$ cat src/hw/rtl/kcct_pkg.sv
// ----------------------------------------------------------------------------
// kcct_pkg
// Shared types and constants for the key chord capture tracker.
// ----------------------------------------------------------------------------
package kcct_pkg;

    localparam int MAX_KEYS = 8;
    localparam int CNT_W    = $clog2(MAX_KEYS + 1);
    localparam int IDX_W    = (MAX_KEYS > 1) ? $clog2(MAX_KEYS) : 1;
    localparam int CMP_W    = CNT_W + 4;
    localparam int HELD_W   = 9;
    localparam int KEY_W    = 8;
    localparam int RIDX_W   = 3;
    localparam int RLIM_W   = 4;
    localparam int CAPT_W   = 4;
    localparam int KEYS     = 256;
    localparam int IN_W     = 16;
    localparam int OUT_W    = 24;
    localparam int USER_W   = 2;

    typedef enum logic [1:0] {
        MODE_CLEAR   = 2'd0,
        MODE_PRESS   = 2'd1,
        MODE_RELEASE = 2'd2,
        MODE_READ    = 2'd3
    } mode_t;

    typedef enum logic [2:0] {
        ST_IDLE,
        ST_FETCH,
        ST_EVAL,
        ST_SCAN,
        ST_FINISH
    } state_t;

    typedef struct packed {
        logic load;
        logic fetch;
        logic scan_step;
        logic commit;
    } cmd_t;

    typedef struct packed {
        mode_t mode;
        logic  held;
        logic  scan_end;
        logic  list_full;
    } sts_t;

endpackage

$ cat src/hw/rtl/kcct_ctrl.sv
// ----------------------------------------------------------------------------
// kcct_ctrl
// Sequencer: fetch of the held bit, list scan on new presses, result commit.
// ----------------------------------------------------------------------------
module kcct_ctrl (
    input  logic            clk,
    input  logic            rst_n,
    input  logic            s_tvalid,
    output logic            s_tready,
    output logic            m_tvalid,
    input  logic            m_tready,
    input  kcct_pkg::sts_t  sts,
    output kcct_pkg::cmd_t  cmd
);

    kcct_pkg::state_t state_reg;
    kcct_pkg::state_t state_next;
    logic             out_vld_reg;
    logic             out_vld_next;
    logic             out_free;

    assign out_free = !out_vld_reg || m_tready;

    always_comb
    begin
        state_next = state_reg;
        case (state_reg)
            kcct_pkg::ST_IDLE:
            begin
                if (s_tvalid)
                    state_next = kcct_pkg::ST_FETCH;
            end
            kcct_pkg::ST_FETCH:
                state_next = kcct_pkg::ST_EVAL;
            kcct_pkg::ST_EVAL:
            begin
                if (sts.mode == kcct_pkg::MODE_PRESS && !sts.held && !sts.list_full)
                    state_next = kcct_pkg::ST_SCAN;
                else
                    state_next = kcct_pkg::ST_FINISH;
            end
            kcct_pkg::ST_SCAN:
            begin
                if (sts.scan_end)
                    state_next = kcct_pkg::ST_FINISH;
            end
            kcct_pkg::ST_FINISH:
            begin
                if (out_free)
                    state_next = kcct_pkg::ST_IDLE;
            end
            default:
                state_next = kcct_pkg::ST_IDLE;
        endcase
    end

    always_comb
    begin
        cmd          = '0;
        s_tready     = 1'b0;
        out_vld_next = out_vld_reg && !m_tready;
        case (state_reg)
            kcct_pkg::ST_IDLE:
            begin
                s_tready = 1'b1;
                cmd.load = s_tvalid;
            end
            kcct_pkg::ST_FETCH:
                cmd.fetch = 1'b1;
            kcct_pkg::ST_EVAL:
                cmd = '0;
            kcct_pkg::ST_SCAN:
                cmd.scan_step = !sts.scan_end;
            kcct_pkg::ST_FINISH:
            begin
                cmd.commit = out_free;
                if (out_free)
                    out_vld_next = 1'b1;
            end
            default:
                cmd = '0;
        endcase
    end

    assign m_tvalid = out_vld_reg;

    always_ff @(posedge clk or negedge rst_n)
    begin
        if (!rst_n)
        begin
            state_reg   <= kcct_pkg::ST_IDLE;
            out_vld_reg <= 1'b0;
        end
        else
        begin
            state_reg   <= state_next;
            out_vld_reg <= out_vld_next;
        end
    end

endmodule

$ cat src/hw/rtl/kcct_dp.sv
// ----------------------------------------------------------------------------
// kcct_dp
// Datapath: held-key memory, held/captured counts, captured list, result word.
// ----------------------------------------------------------------------------
module kcct_dp (
    input  logic                          clk,
    input  logic                          rst_n,
    input  logic [kcct_pkg::IN_W-1:0]     s_tdata,
    input  logic [kcct_pkg::USER_W-1:0]   s_tuser,
    output logic [kcct_pkg::OUT_W-1:0]    m_tdata,
    input  kcct_pkg::cmd_t                cmd,
    output kcct_pkg::sts_t                sts
);

    kcct_pkg::mode_t                 mode_reg;
    logic [kcct_pkg::KEY_W-1:0]      key_reg;
    logic [kcct_pkg::RIDX_W-1:0]     ridx_reg;
    logic [kcct_pkg::RLIM_W-1:0]     rlim_reg;

    logic                            held_mem [kcct_pkg::KEYS];
    logic                            held_mem_rd_reg;
    logic [kcct_pkg::KEYS-1:0]       held_vld_reg;
    logic                            held_vld_rd_reg;
    logic                            held;

    logic [kcct_pkg::HELD_W-1:0]     held_cnt_reg;
    logic [kcct_pkg::HELD_W-1:0]     held_cnt_next;
    logic [kcct_pkg::CNT_W-1:0]      cap_cnt_reg;
    logic [kcct_pkg::CNT_W-1:0]      cap_cnt_next;
    logic [kcct_pkg::KEY_W-1:0]      cap_list_reg [kcct_pkg::MAX_KEYS];
    logic [kcct_pkg::CNT_W-1:0]      scan_idx_reg;
    logic                            listed_reg;

    logic                            is_clear;
    logic                            is_press;
    logic                            is_release;
    logic                            is_read;
    logic                            new_hold;
    logic                            drop_hold;
    logic                            append;
    logic                            list_full;
    logic                            newly;
    logic                            done;
    logic                            evalid;
    logic [kcct_pkg::KEY_W-1:0]      ekey;

    logic                            newly_reg;
    logic                            done_reg;
    logic [kcct_pkg::HELD_W-1:0]     held_tot_reg;
    logic [kcct_pkg::CAPT_W-1:0]     capt_tot_reg;
    logic [kcct_pkg::KEY_W-1:0]      ekey_reg;
    logic                            evalid_reg;

    assign is_clear   = mode_reg == kcct_pkg::MODE_CLEAR;
    assign is_press   = mode_reg == kcct_pkg::MODE_PRESS;
    assign is_release = mode_reg == kcct_pkg::MODE_RELEASE;
    assign is_read    = mode_reg == kcct_pkg::MODE_READ;

    assign held      = held_vld_rd_reg && held_mem_rd_reg;
    assign list_full = cap_cnt_reg == kcct_pkg::CNT_W'(kcct_pkg::MAX_KEYS);
    assign new_hold  = is_press && !held;
    assign drop_hold = is_release && held;
    assign append    = new_hold && !list_full && !listed_reg;

    assign sts.mode      = mode_reg;
    assign sts.held      = held;
    assign sts.scan_end  = scan_idx_reg == cap_cnt_reg;
    assign sts.list_full = list_full;

    always_comb
    begin
        held_cnt_next = held_cnt_reg;
        cap_cnt_next  = cap_cnt_reg;
        if (is_clear)
        begin
            held_cnt_next = '0;
            cap_cnt_next  = '0;
        end
        else
        begin
            if (new_hold && held_cnt_reg != kcct_pkg::HELD_W'(kcct_pkg::KEYS))
                held_cnt_next = held_cnt_reg + 1'b1;
            if (drop_hold && held_cnt_reg != '0)
                held_cnt_next = held_cnt_reg - 1'b1;
            if (append)
                cap_cnt_next = cap_cnt_reg + 1'b1;
        end
    end

    assign newly  = new_hold;
    assign done   = drop_hold && held_cnt_next == '0 && cap_cnt_reg != '0;
    assign evalid = is_read
                    && kcct_pkg::CMP_W'(ridx_reg) < kcct_pkg::CMP_W'(cap_cnt_reg)
                    && kcct_pkg::CMP_W'(ridx_reg) < kcct_pkg::CMP_W'(rlim_reg);
    assign ekey   = evalid ? cap_list_reg[kcct_pkg::IDX_W'(ridx_reg)] : '0;

    // held-key memory, registered read
    always_ff @(posedge clk)
    begin
        if (cmd.commit && new_hold)
            held_mem[key_reg] <= 1'b1;
        else if (cmd.commit && drop_hold)
            held_mem[key_reg] <= 1'b0;
        if (cmd.fetch)
            held_mem_rd_reg <= held_mem[key_reg];
    end

    always_ff @(posedge clk or negedge rst_n)
    begin
        if (!rst_n)
        begin
            held_vld_reg <= '0;
            held_cnt_reg <= '0;
            cap_cnt_reg  <= '0;
        end
        else if (cmd.commit)
        begin
            held_cnt_reg <= held_cnt_next;
            cap_cnt_reg  <= cap_cnt_next;
            if (is_clear)
                held_vld_reg <= '0;
            else if (new_hold)
                held_vld_reg[key_reg] <= 1'b1;
            else if (drop_hold)
                held_vld_reg[key_reg] <= 1'b0;
        end
    end

    always_ff @(posedge clk)
    begin
        if (cmd.load)
        begin
            mode_reg     <= kcct_pkg::mode_t'(s_tuser);
            key_reg      <= s_tdata[7:0];
            ridx_reg     <= s_tdata[10:8];
            rlim_reg     <= s_tdata[14:11];
            scan_idx_reg <= '0;
            listed_reg   <= 1'b0;
        end
        if (cmd.fetch)
            held_vld_rd_reg <= held_vld_reg[key_reg];
        if (cmd.scan_step)
        begin
            if (cap_list_reg[scan_idx_reg[kcct_pkg::IDX_W-1:0]] == key_reg)
                listed_reg <= 1'b1;
            scan_idx_reg <= scan_idx_reg + 1'b1;
        end
        if (cmd.commit)
        begin
            if (!is_clear && append)
                cap_list_reg[cap_cnt_reg[kcct_pkg::IDX_W-1:0]] <= key_reg;
            newly_reg    <= newly;
            done_reg     <= done;
            held_tot_reg <= held_cnt_next;
            capt_tot_reg <= kcct_pkg::CAPT_W'(cap_cnt_next);
            ekey_reg     <= ekey;
            evalid_reg   <= evalid;
        end
    end

    assign m_tdata = {evalid_reg, ekey_reg, capt_tot_reg, held_tot_reg, done_reg, newly_reg};

endmodule

$ cat src/hw/rtl/key_chord_capture_tracker_unit.sv
// ----------------------------------------------------------------------------
// key_chord_capture_tracker_unit
// Key chord capture tracker: held-key bitmap, held count, captured key list.
//
// channel  dir  handshake           payload
// s        in   s_tvalid/s_tready   s_tuser: mode; s_tdata: key_code, read_index, read_limit
// m        out  m_tvalid/m_tready   m_tdata: one result word per input word
//
// One word at a time. Clear, release, read and a press that needs no list scan
// go from accept through fetch and evaluate to the commit of the result word;
// a press of a key not held with room in the list first scans the captured
// list one entry a cycle. The held bit comes from a 256x1 memory with a
// registered read. Reset clears the held-valid bitmap and both counts at once,
// no clearing pass. A stalled result word holds in the output register; the
// next input word is accepted meanwhile and waits for it before committing.
// ----------------------------------------------------------------------------
module key_chord_capture_tracker_unit (
    input  logic                          clk,
    input  logic                          rst_n,
    input  logic                          s_tvalid,
    output logic                          s_tready,
    input  logic [kcct_pkg::IN_W-1:0]     s_tdata,  // key_code, read_index, read_limit, pad
    input  logic [kcct_pkg::USER_W-1:0]   s_tuser,  // mode
    output logic                          m_tvalid,
    input  logic                          m_tready,
    output logic [kcct_pkg::OUT_W-1:0]    m_tdata   // newly_held, capture_done, held_total,
                                                    // captured_total, entry_key, entry_valid
);

    kcct_pkg::cmd_t cmd;
    kcct_pkg::sts_t sts;

    kcct_ctrl u_ctrl (
        .clk      (clk),
        .rst_n    (rst_n),
        .s_tvalid (s_tvalid),
        .s_tready (s_tready),
        .m_tvalid (m_tvalid),
        .m_tready (m_tready),
        .sts      (sts),
        .cmd      (cmd)
    );

    kcct_dp u_dp (
        .clk     (clk),
        .rst_n   (rst_n),
        .s_tdata (s_tdata),
        .s_tuser (s_tuser),
        .m_tdata (m_tdata),
        .cmd     (cmd),
        .sts     (sts)
    );

`ifndef SYNTHESIS
    assert property (@(posedge clk) disable iff (!rst_n)
        (s_tvalid && s_tready) |=> !s_tready)
        else $error("input taken while a word is in work");

    assert property (@(posedge clk) disable iff (!rst_n)
        (m_tvalid && m_tdata[0]) |-> (m_tdata[10:2] != 9'd0))
        else $error("new hold with zero held total");

    assert property (@(posedge clk) disable iff (!rst_n)
        (m_tvalid && m_tdata[1]) |-> (m_tdata[10:2] == 9'd0 && !m_tdata[0]))
        else $error("capture done with keys still held");

    assert property (@(posedge clk) disable iff (!rst_n)
        cmd.commit |-> (sts.mode != kcct_pkg::MODE_PRESS || sts.held || sts.list_full
                        || sts.scan_end))
        else $error("commit before list scan finished");
`endif

endmodule

$ cat config.mk
export PLATFORM = sky130hd
export DESIGN_NAME = key_chord_capture_tracker_unit
export DESIGN_NICKNAME = d
export VERILOG_FILES = /design/src/hw/rtl/kcct_pkg.sv /design/src/hw/rtl/kcct_ctrl.sv /design/src/hw/rtl/kcct_dp.sv /design/src/hw/rtl/key_chord_capture_tracker_unit.sv
export SDC_FILE = /design/constraint.sdc
export NUM_CORES = 1
export LEC_CHECK = 0
export BUFFER_PORTS_ARGS = -buffer_cell sky130_fd_sc_hd__buf_2
export CORE_ASPECT_RATIO = 1.1
export CORE_MARGIN = 10
export CORE_UTILIZATION = 40
export DETAILED_ROUTE_END_ITERATION = 12
export MAX_ROUTING_LAYER = met4
export PLACE_DENSITY_LB_ADDON = 0.25
export SYNTH_ARGS = -nofsm -noshare
export SYNTH_HDL_FRONTEND = slang
export SYNTH_SLANG_ARGS = --single-unit
$ cat constraint.sdc
create_clock -name clk -period 9.1 [get_ports clk]
set_clock_uncertainty 0.1 [all_clocks]
set_input_delay 1.365 -clock clk [delete_from_list [all_inputs] [get_ports clk]]
set_output_delay 1.365 -clock clk [all_outputs]
set_load 0.02 [all_outputs]
==> flow_summary.ini, run 1 <==
[cells_and_area]
mostFrequentLayoutCells = edfxtp_1 (367), nor2_1 (315), a21oi_1 (295), dfrtp_1 (273), nand3_1 (271)
layout-drive-gt1-share = 0.153
final_util = 0.443
syn_to_final_growth_pct = 9.83
final_common_cell = edfxtp_1
antenna_cells = 0
nNetsFinal = 2474

[critical_path]
crit_chain = buf_2 > nand2b_1 > nand3_1 > a211oi_2 > nor3b_2 > nand2_2 > o21ai_0 > a21oi_1
crit_fanout = 32
reg2reg_depth = 7
arrival_ns = 5.05
required_ns = 9.42
rr_startpoint = u_ctrl.state_reg[1]
r2r_slack_ns = 4.74
critPathBufInv = 1
slowest_stage = nand2_2
cp_slowest_stage_delay_ns = 0.84
worstReg2RegEnd = u_dp.held_vld_reg[204]
critPathKind = in2reg
crit_family = simple AND/OR/NAND/NOR gates
cp-start-kind = input pin
cp-end-kind = register
cp.depth = 8

[detailed_routing]
wire_per_inst_um = 25.6
antenna_left = 0
num_vias = 21600
wl_mm = 88.2
drc_errors = 0
drtPass1Iterations = 6
via_per_inst = 6.26
initialDrtViolationCount = 3370

[synthesis]
netlist_area_sq_um = 30100
synth_top_family_by_area = multiplexers
yosysUniqueCellTypes = 54
synth-compound-area-share = 0.118
avgSynthCellArea_sq_um = 11.9
synth-adder-area-share = 0.00374
synth_edf_count = 367
async_flop_share = 0.424
yosys_warnings = 0
netlist_instances = 2533
synthesis.nets = 2564
ys_seq_area_frac = 0.595
synth_flop_cell = edfxtp_1
synth-xor-area-share = 0.00669
synthMuxAreaShare = 0.126
yosys.area_share.simple = 0.112
synth-seq-cells = 644

[sta]
rsz0062_at_grt = false
max_freq_ghz = 0.211
fin_setup_tns_ns = 0
worstMarginPinSlew_ns = 1.40
final-setup-viol-count = 0
hold_viol = 0
slew-limit-headroom = 0.0643
slew_viol_final = 0
post-route-period-util = 0.520
timing.final.crit_period_ns = 4.73

[power_and_ir_drop]
max-vdd-ir-drop_mv = 0.142
swShare = 0.295
comb_power_share = 0.180
leakage_nw = 12.0
intPower_mw = 5.18
clockPowerShare = 0.365
pwr-share-seq = 0.454
p_sw_mw = 2.16
powerDensity_nw_per_um2 = 222

[global_route]
grt_max_degree = 257
grt_use_total = 0.206
grt_overflow = 0
first_global_vias = 21200
grt_pass1_wl_mm = 132
antenna_found_initial = 1

[place]
gp_congestion = 0.820
port_buffers = 46
hpwl_mm = 46.6

[worst_hold_path]
holdPathStages = 2
min_path_type = reg2reg
hold_end = u_dp.listed_reg
hp-start = u_dp.listed_reg

[cts]
clockBufferDepth = 3
cts.clk_slew.worst_paths_ns = 0.06
cts_tree = done
h-tree-depth = 3
cts_repair_resize_count = 0
post-cts-setup-buffers = 0
cts_buffers = 68
clock-sinks = 644
hold_buffers = 0
clk_latency_ns = 0.61
root_buffer = clkbuf_16

[floorplan]
initial_core_util = 0.404
core_area_sq_um = 74600
dieWidth_um = 282
die_area_sq_um = 86700
chipHeight_um = 308
io_pins = 48
rows = 105

[job]
maxCapViolations = 0

[run_status]
status = finished clean
-- power by group through the flow --
stage	registers (mW)	clock network, mW	logic, mW
final	3.33	2.68	1.32
after global routing	3.35	2.85	1.42
after CTS	3.33	2.73	1.32
after detailed placement	3.39	0	1.32
after global placement	3.38	0	1.29
after floorplan	3.35	0	0.949
-- metal layers --
metal	track usage	wire length [um]	part of all wire	vias up
li1	-	-	-	9211
met1	0.261	34300	0.39	11000
met2	0.322	42100	0.48	1241
met3	0.0466	9080	0.10	203
met4	0.0740	2790	0.032	0
met5	-	0	0	-
-- cell type report --
cell class              count  area (sq um)
flip-flops and latches    644         17900
repair buffers             95           633
multi-input cells        1617         11100
fillers                  6738         41500
clock buffers              99          1940
well taps                 963          1200
inverters                  17          68.8
clock inverters            18           169
-- through the flow --
stage / cells / worst slack, ns / area, sq um / power (mW) / hold slack, ns
floorplan: 2533 / 2.31 / 30100 / 4.29 / 0.336
global placement: 3336 / 3.96 / 31000 / 4.68 / 0.390
detailed placement: 3336 / 3.86 / 31000 / 4.71 / 0.409
CTS: 3453 / 4.49 / 33100 / 7.38 / 0.412
global route: 3453 / 4.07 / 33100 / 7.61 / 0.437
finish: 3453 / 4.37 / 33100 / 7.34 / 0.404
-- tightest hold or removal path: cells and delay by family, from the launching register on --
kind	cells	cell delay (ns)
simple gates	1	0.07
flops	1	0.33
compound gates	1	0.06
-- cells in the mapped netlist (2+ instances only) --
cell type	number	area [sq um]
nor4_1	7	43.8
or4_1	2	15.0
nand3_1	271	1360
nand2b_1	9	56.3
nand3b_1	4	30.0
o311a_1	2	20.0
dfxtp_1	4	80.1
nor3_2	5	50.1
a22oi_1	65	488
buf_6	7	78.8
a21oi_1	295	1480
buf_2	33	165
and2_1	9	56.3
inv_1	16	60.1
buf_1	17	63.8
dfrtp_1	273	6830
or3_1	2	12.5
a21o_1	4	30.0
nand4_1	6	37.5
nand2_1	87	327
a211o_1	3	26.3
clkbuf_1	183	687
xnor2_1	11	96.3
nor2b_1	9	56.3
edfxtp_1	367	11000
nor3_1	8	40.0
mux2i_1	19	190
o211ai_1	2	15.0
clkbuf_2	4	20.0
nor2_1	317	1190
o21ai_0	267	1340
xor2_1	12	105
buf_4	11	82.6
mux4_2	160	3600
or2_2	2	12.5
and3b_1	2	17.5
ha_1	9	113
o22ai_1	5	31.3
o31ai_1	6	45.0
and3_1	4	25.0
-- worst max-delay path by stage --
| stage | start | endpoint | slack (ns) |
|---|---|---|---|
| 6_report | m_tready | u_dp.held_vld_reg[204] | 4.37 |
| 5_1_grt | m_tready | u_dp.held_vld_reg[4] | 4.07 |
| 4_1_cts | m_tready | u_dp.held_vld_reg[204] | 4.49 |
| 3_5_place_dp | m_tready | u_dp.held_vld_reg[156] | 3.86 |
| 3_3_place_gp | m_tready | u_dp.held_vld_reg[192] | 3.96 |
| 2_1_floorplan | m_tready | u_dp.held_mem[0] | 2.31 |
-- cell families (layout without fill, tap and decap cells) --
logic type,Yosys count,in the layout
AO/OA/AOI/OAI,657,657
XOR/XNOR,23,23
adder cells (fa/ha/maj),9,9
buffers and inverters,272,229
flip-flops,644,644
multiplexers,179,179
AND/OR/NAND/NOR,749,749
Note: power is estimated with default switching activity, not from simulation.
==> inputs of run 2 (changes only) <==
- clock period: 9.1 -> 4.8 ns (I/O delays scaled with it)
==> flow_summary.ini, run 2 (synthesis results as in run 1) <==
[place]
dp_cells = 3376
hpwl_mm = 50.6
port_buffers = 46
gp_congestion = 0.855

[power_and_ir_drop]
clockPowerShare = 0.367
intPower_mw = 9.90
pwr-share-seq = 0.453
powerDensity_nw_per_um2 = 420
leakage_nw = 12.2
swShare = 0.297
comb_power_share = 0.181
p_sw_mw = 4.18
max-vdd-ir-drop_mv = 0.238

[critical_path]
crit_fanout = 18
cp_slowest_stage_delay_ns = 0.75
slowest_stage = edfxtp_1
reg2reg_depth = 8
cp-end-kind = register
worstReg2RegEnd = u_dp.held_vld_rd_reg
r2r_slack_ns = 1.04
arrival_ns = 4.00
rr_startpoint = u_dp.key_reg[0]
critPathKind = reg2reg
required_ns = 5.04
cp-start-kind = register
crit_chain = buf_16 > buf_12 > mux4_2 > a22oi_1 > a21oi_1 > nor4_1 > o22ai_1 > a211o_1

[sta]
worstMarginPinSlew_ns = 1.41
timing.final.crit_period_ns = 3.76
slew-limit-headroom = 0.0590
fin_setup_tns_ns = 0
rsz0062_at_grt = false
final-setup-viol-count = 0
slew_viol_final = 0
post-route-period-util = 0.783
hold_viol = 0
max_freq_ghz = 0.266

[detailed_routing]
wire_per_inst_um = 25.6
drtPass1Iterations = 7
initialDrtViolationCount = 2827
num_vias = 21600
antenna_left = 0
drc_errors = 0
wl_mm = 89.6
via_per_inst = 6.17

[cts]
h-tree-depth = 3
post-cts-setup-buffers = 0
clk_latency_ns = 0.62
cts_buffers = 70
cts.clk_slew.worst_paths_ns = 0.06
cts_tree = done
clock-sinks = 644
hold_buffers = 0
root_buffer = clkbuf_16
clockBufferDepth = 3
cts_repair_resize_count = 0

[run_status]
status = finished clean

[global_route]
first_global_vias = 21500
grt_overflow = 0
grt_pass1_wl_mm = 134
grt_max_degree = 257
antenna_found_initial = 1
grt_use_total = 0.210

[cells_and_area]
syn_to_final_growth_pct = 11.4
mostFrequentLayoutCells = edfxtp_1 (367), nor2_1 (315), a21oi_1 (295), dfrtp_1 (273), nand3_1 (271)
layout-drive-gt1-share = 0.169
nNetsFinal = 2517
final_common_cell = edfxtp_1
final_util = 0.450
stdcell_count = 3502

[floorplan]
dieWidth_um = 282
chipHeight_um = 308
core_area_sq_um = 74600
io_pins = 48
die_area_sq_um = 86700
initial_core_util = 0.404
rows = 105

[job]
maxCapViolations = 0

[worst_hold_path]
min_path_type = in2async
==> run 2: worst max-delay path by stage <==
| stage | slack (ns) | from | end | depth (start not counted) |
|---|---|---|---|---|
| finish | 1.04 | u_dp.key_reg[0] | u_dp.held_vld_rd_reg | 8 |
| global route | 1.01 | u_ctrl.state_reg[1] | u_dp.held_vld_reg[188] | 7 |
| CTS | 0.69 | u_dp.key_reg[0] | u_dp.held_mem_rd_reg | 8 |
| detailed placement | 0.74 | u_dp.key_reg[0] | u_dp.held_mem_rd_reg | 8 |
| global placement | 0.75 | u_dp.key_reg[0] | u_dp.held_mem_rd_reg | 8 |
| floorplan | 0.11 | m_tready | u_dp.held_mem[0] | 6 |
==> run 2: worst max-delay path: cells and delay by family (launching register included) <==
kind / cells / cell delay [ns]
DFF: 1 / 0.75
and+or+nand+nor: 1 / 0.72
muxes: 1 / 0.52
buffers and inverters: 2 / 0.45
AOI/OAI and AO/OA: 4 / 0.90
==> run 2: layout make-up <==
| type | instances | area, sq um |
|---|---|---|
| inverters | 17 | 68.8 |
| fillers | 6725 | 41100 |
| well taps | 963 | 1200 |
| clock inverters | 29 | 258 |
| repair buffers | 136 | 1060 |
| clock buffers | 94 | 1890 |
| multi-input cells | 1617 | 11100 |
| diodes | 2 | 5.00 |
| flip-flops and latches | 644 | 17900 |
==> run 2: metrics by stage <==
stage	hold WS, ns	cell area (sq um)	worst slack, ns	total power [mW]
after floorplan	0.324	30100	0.106	8.14
after global placement	0.401	31400	0.747	8.96
after detailed placement	0.387	31400	0.739	9.01
after CTS	0.0379	33500	0.687	14.2
after global routing	0.0692	33500	1.01	14.6
final	0.000295	33600	1.04	14.1
==> run 2: metal layers <==
| layer | GRT usage | part of all wire | up-vias |
|---|---|---|---|
| li1 | - | - | 9329 |
| met1 | 0.263 | 0.40 | 11100 |
| met2 | 0.331 | 0.48 | 1011 |
| met3 | 0.0431 | 0.087 | 211 |
| met4 | 0.0835 | 0.035 | 0 |
| met5 | - | 0 | - |
==> run 2: power by group through the flow <==
stage,sequential [mW],combinational (mW),clock (mW)
global placement,6.49,2.47,0
CTS,6.39,2.51,5.26
global route,6.41,2.72,5.47
finish,6.38,2.55,5.16
floorplan,6.34,1.80,0
detailed placement,6.50,2.51,0
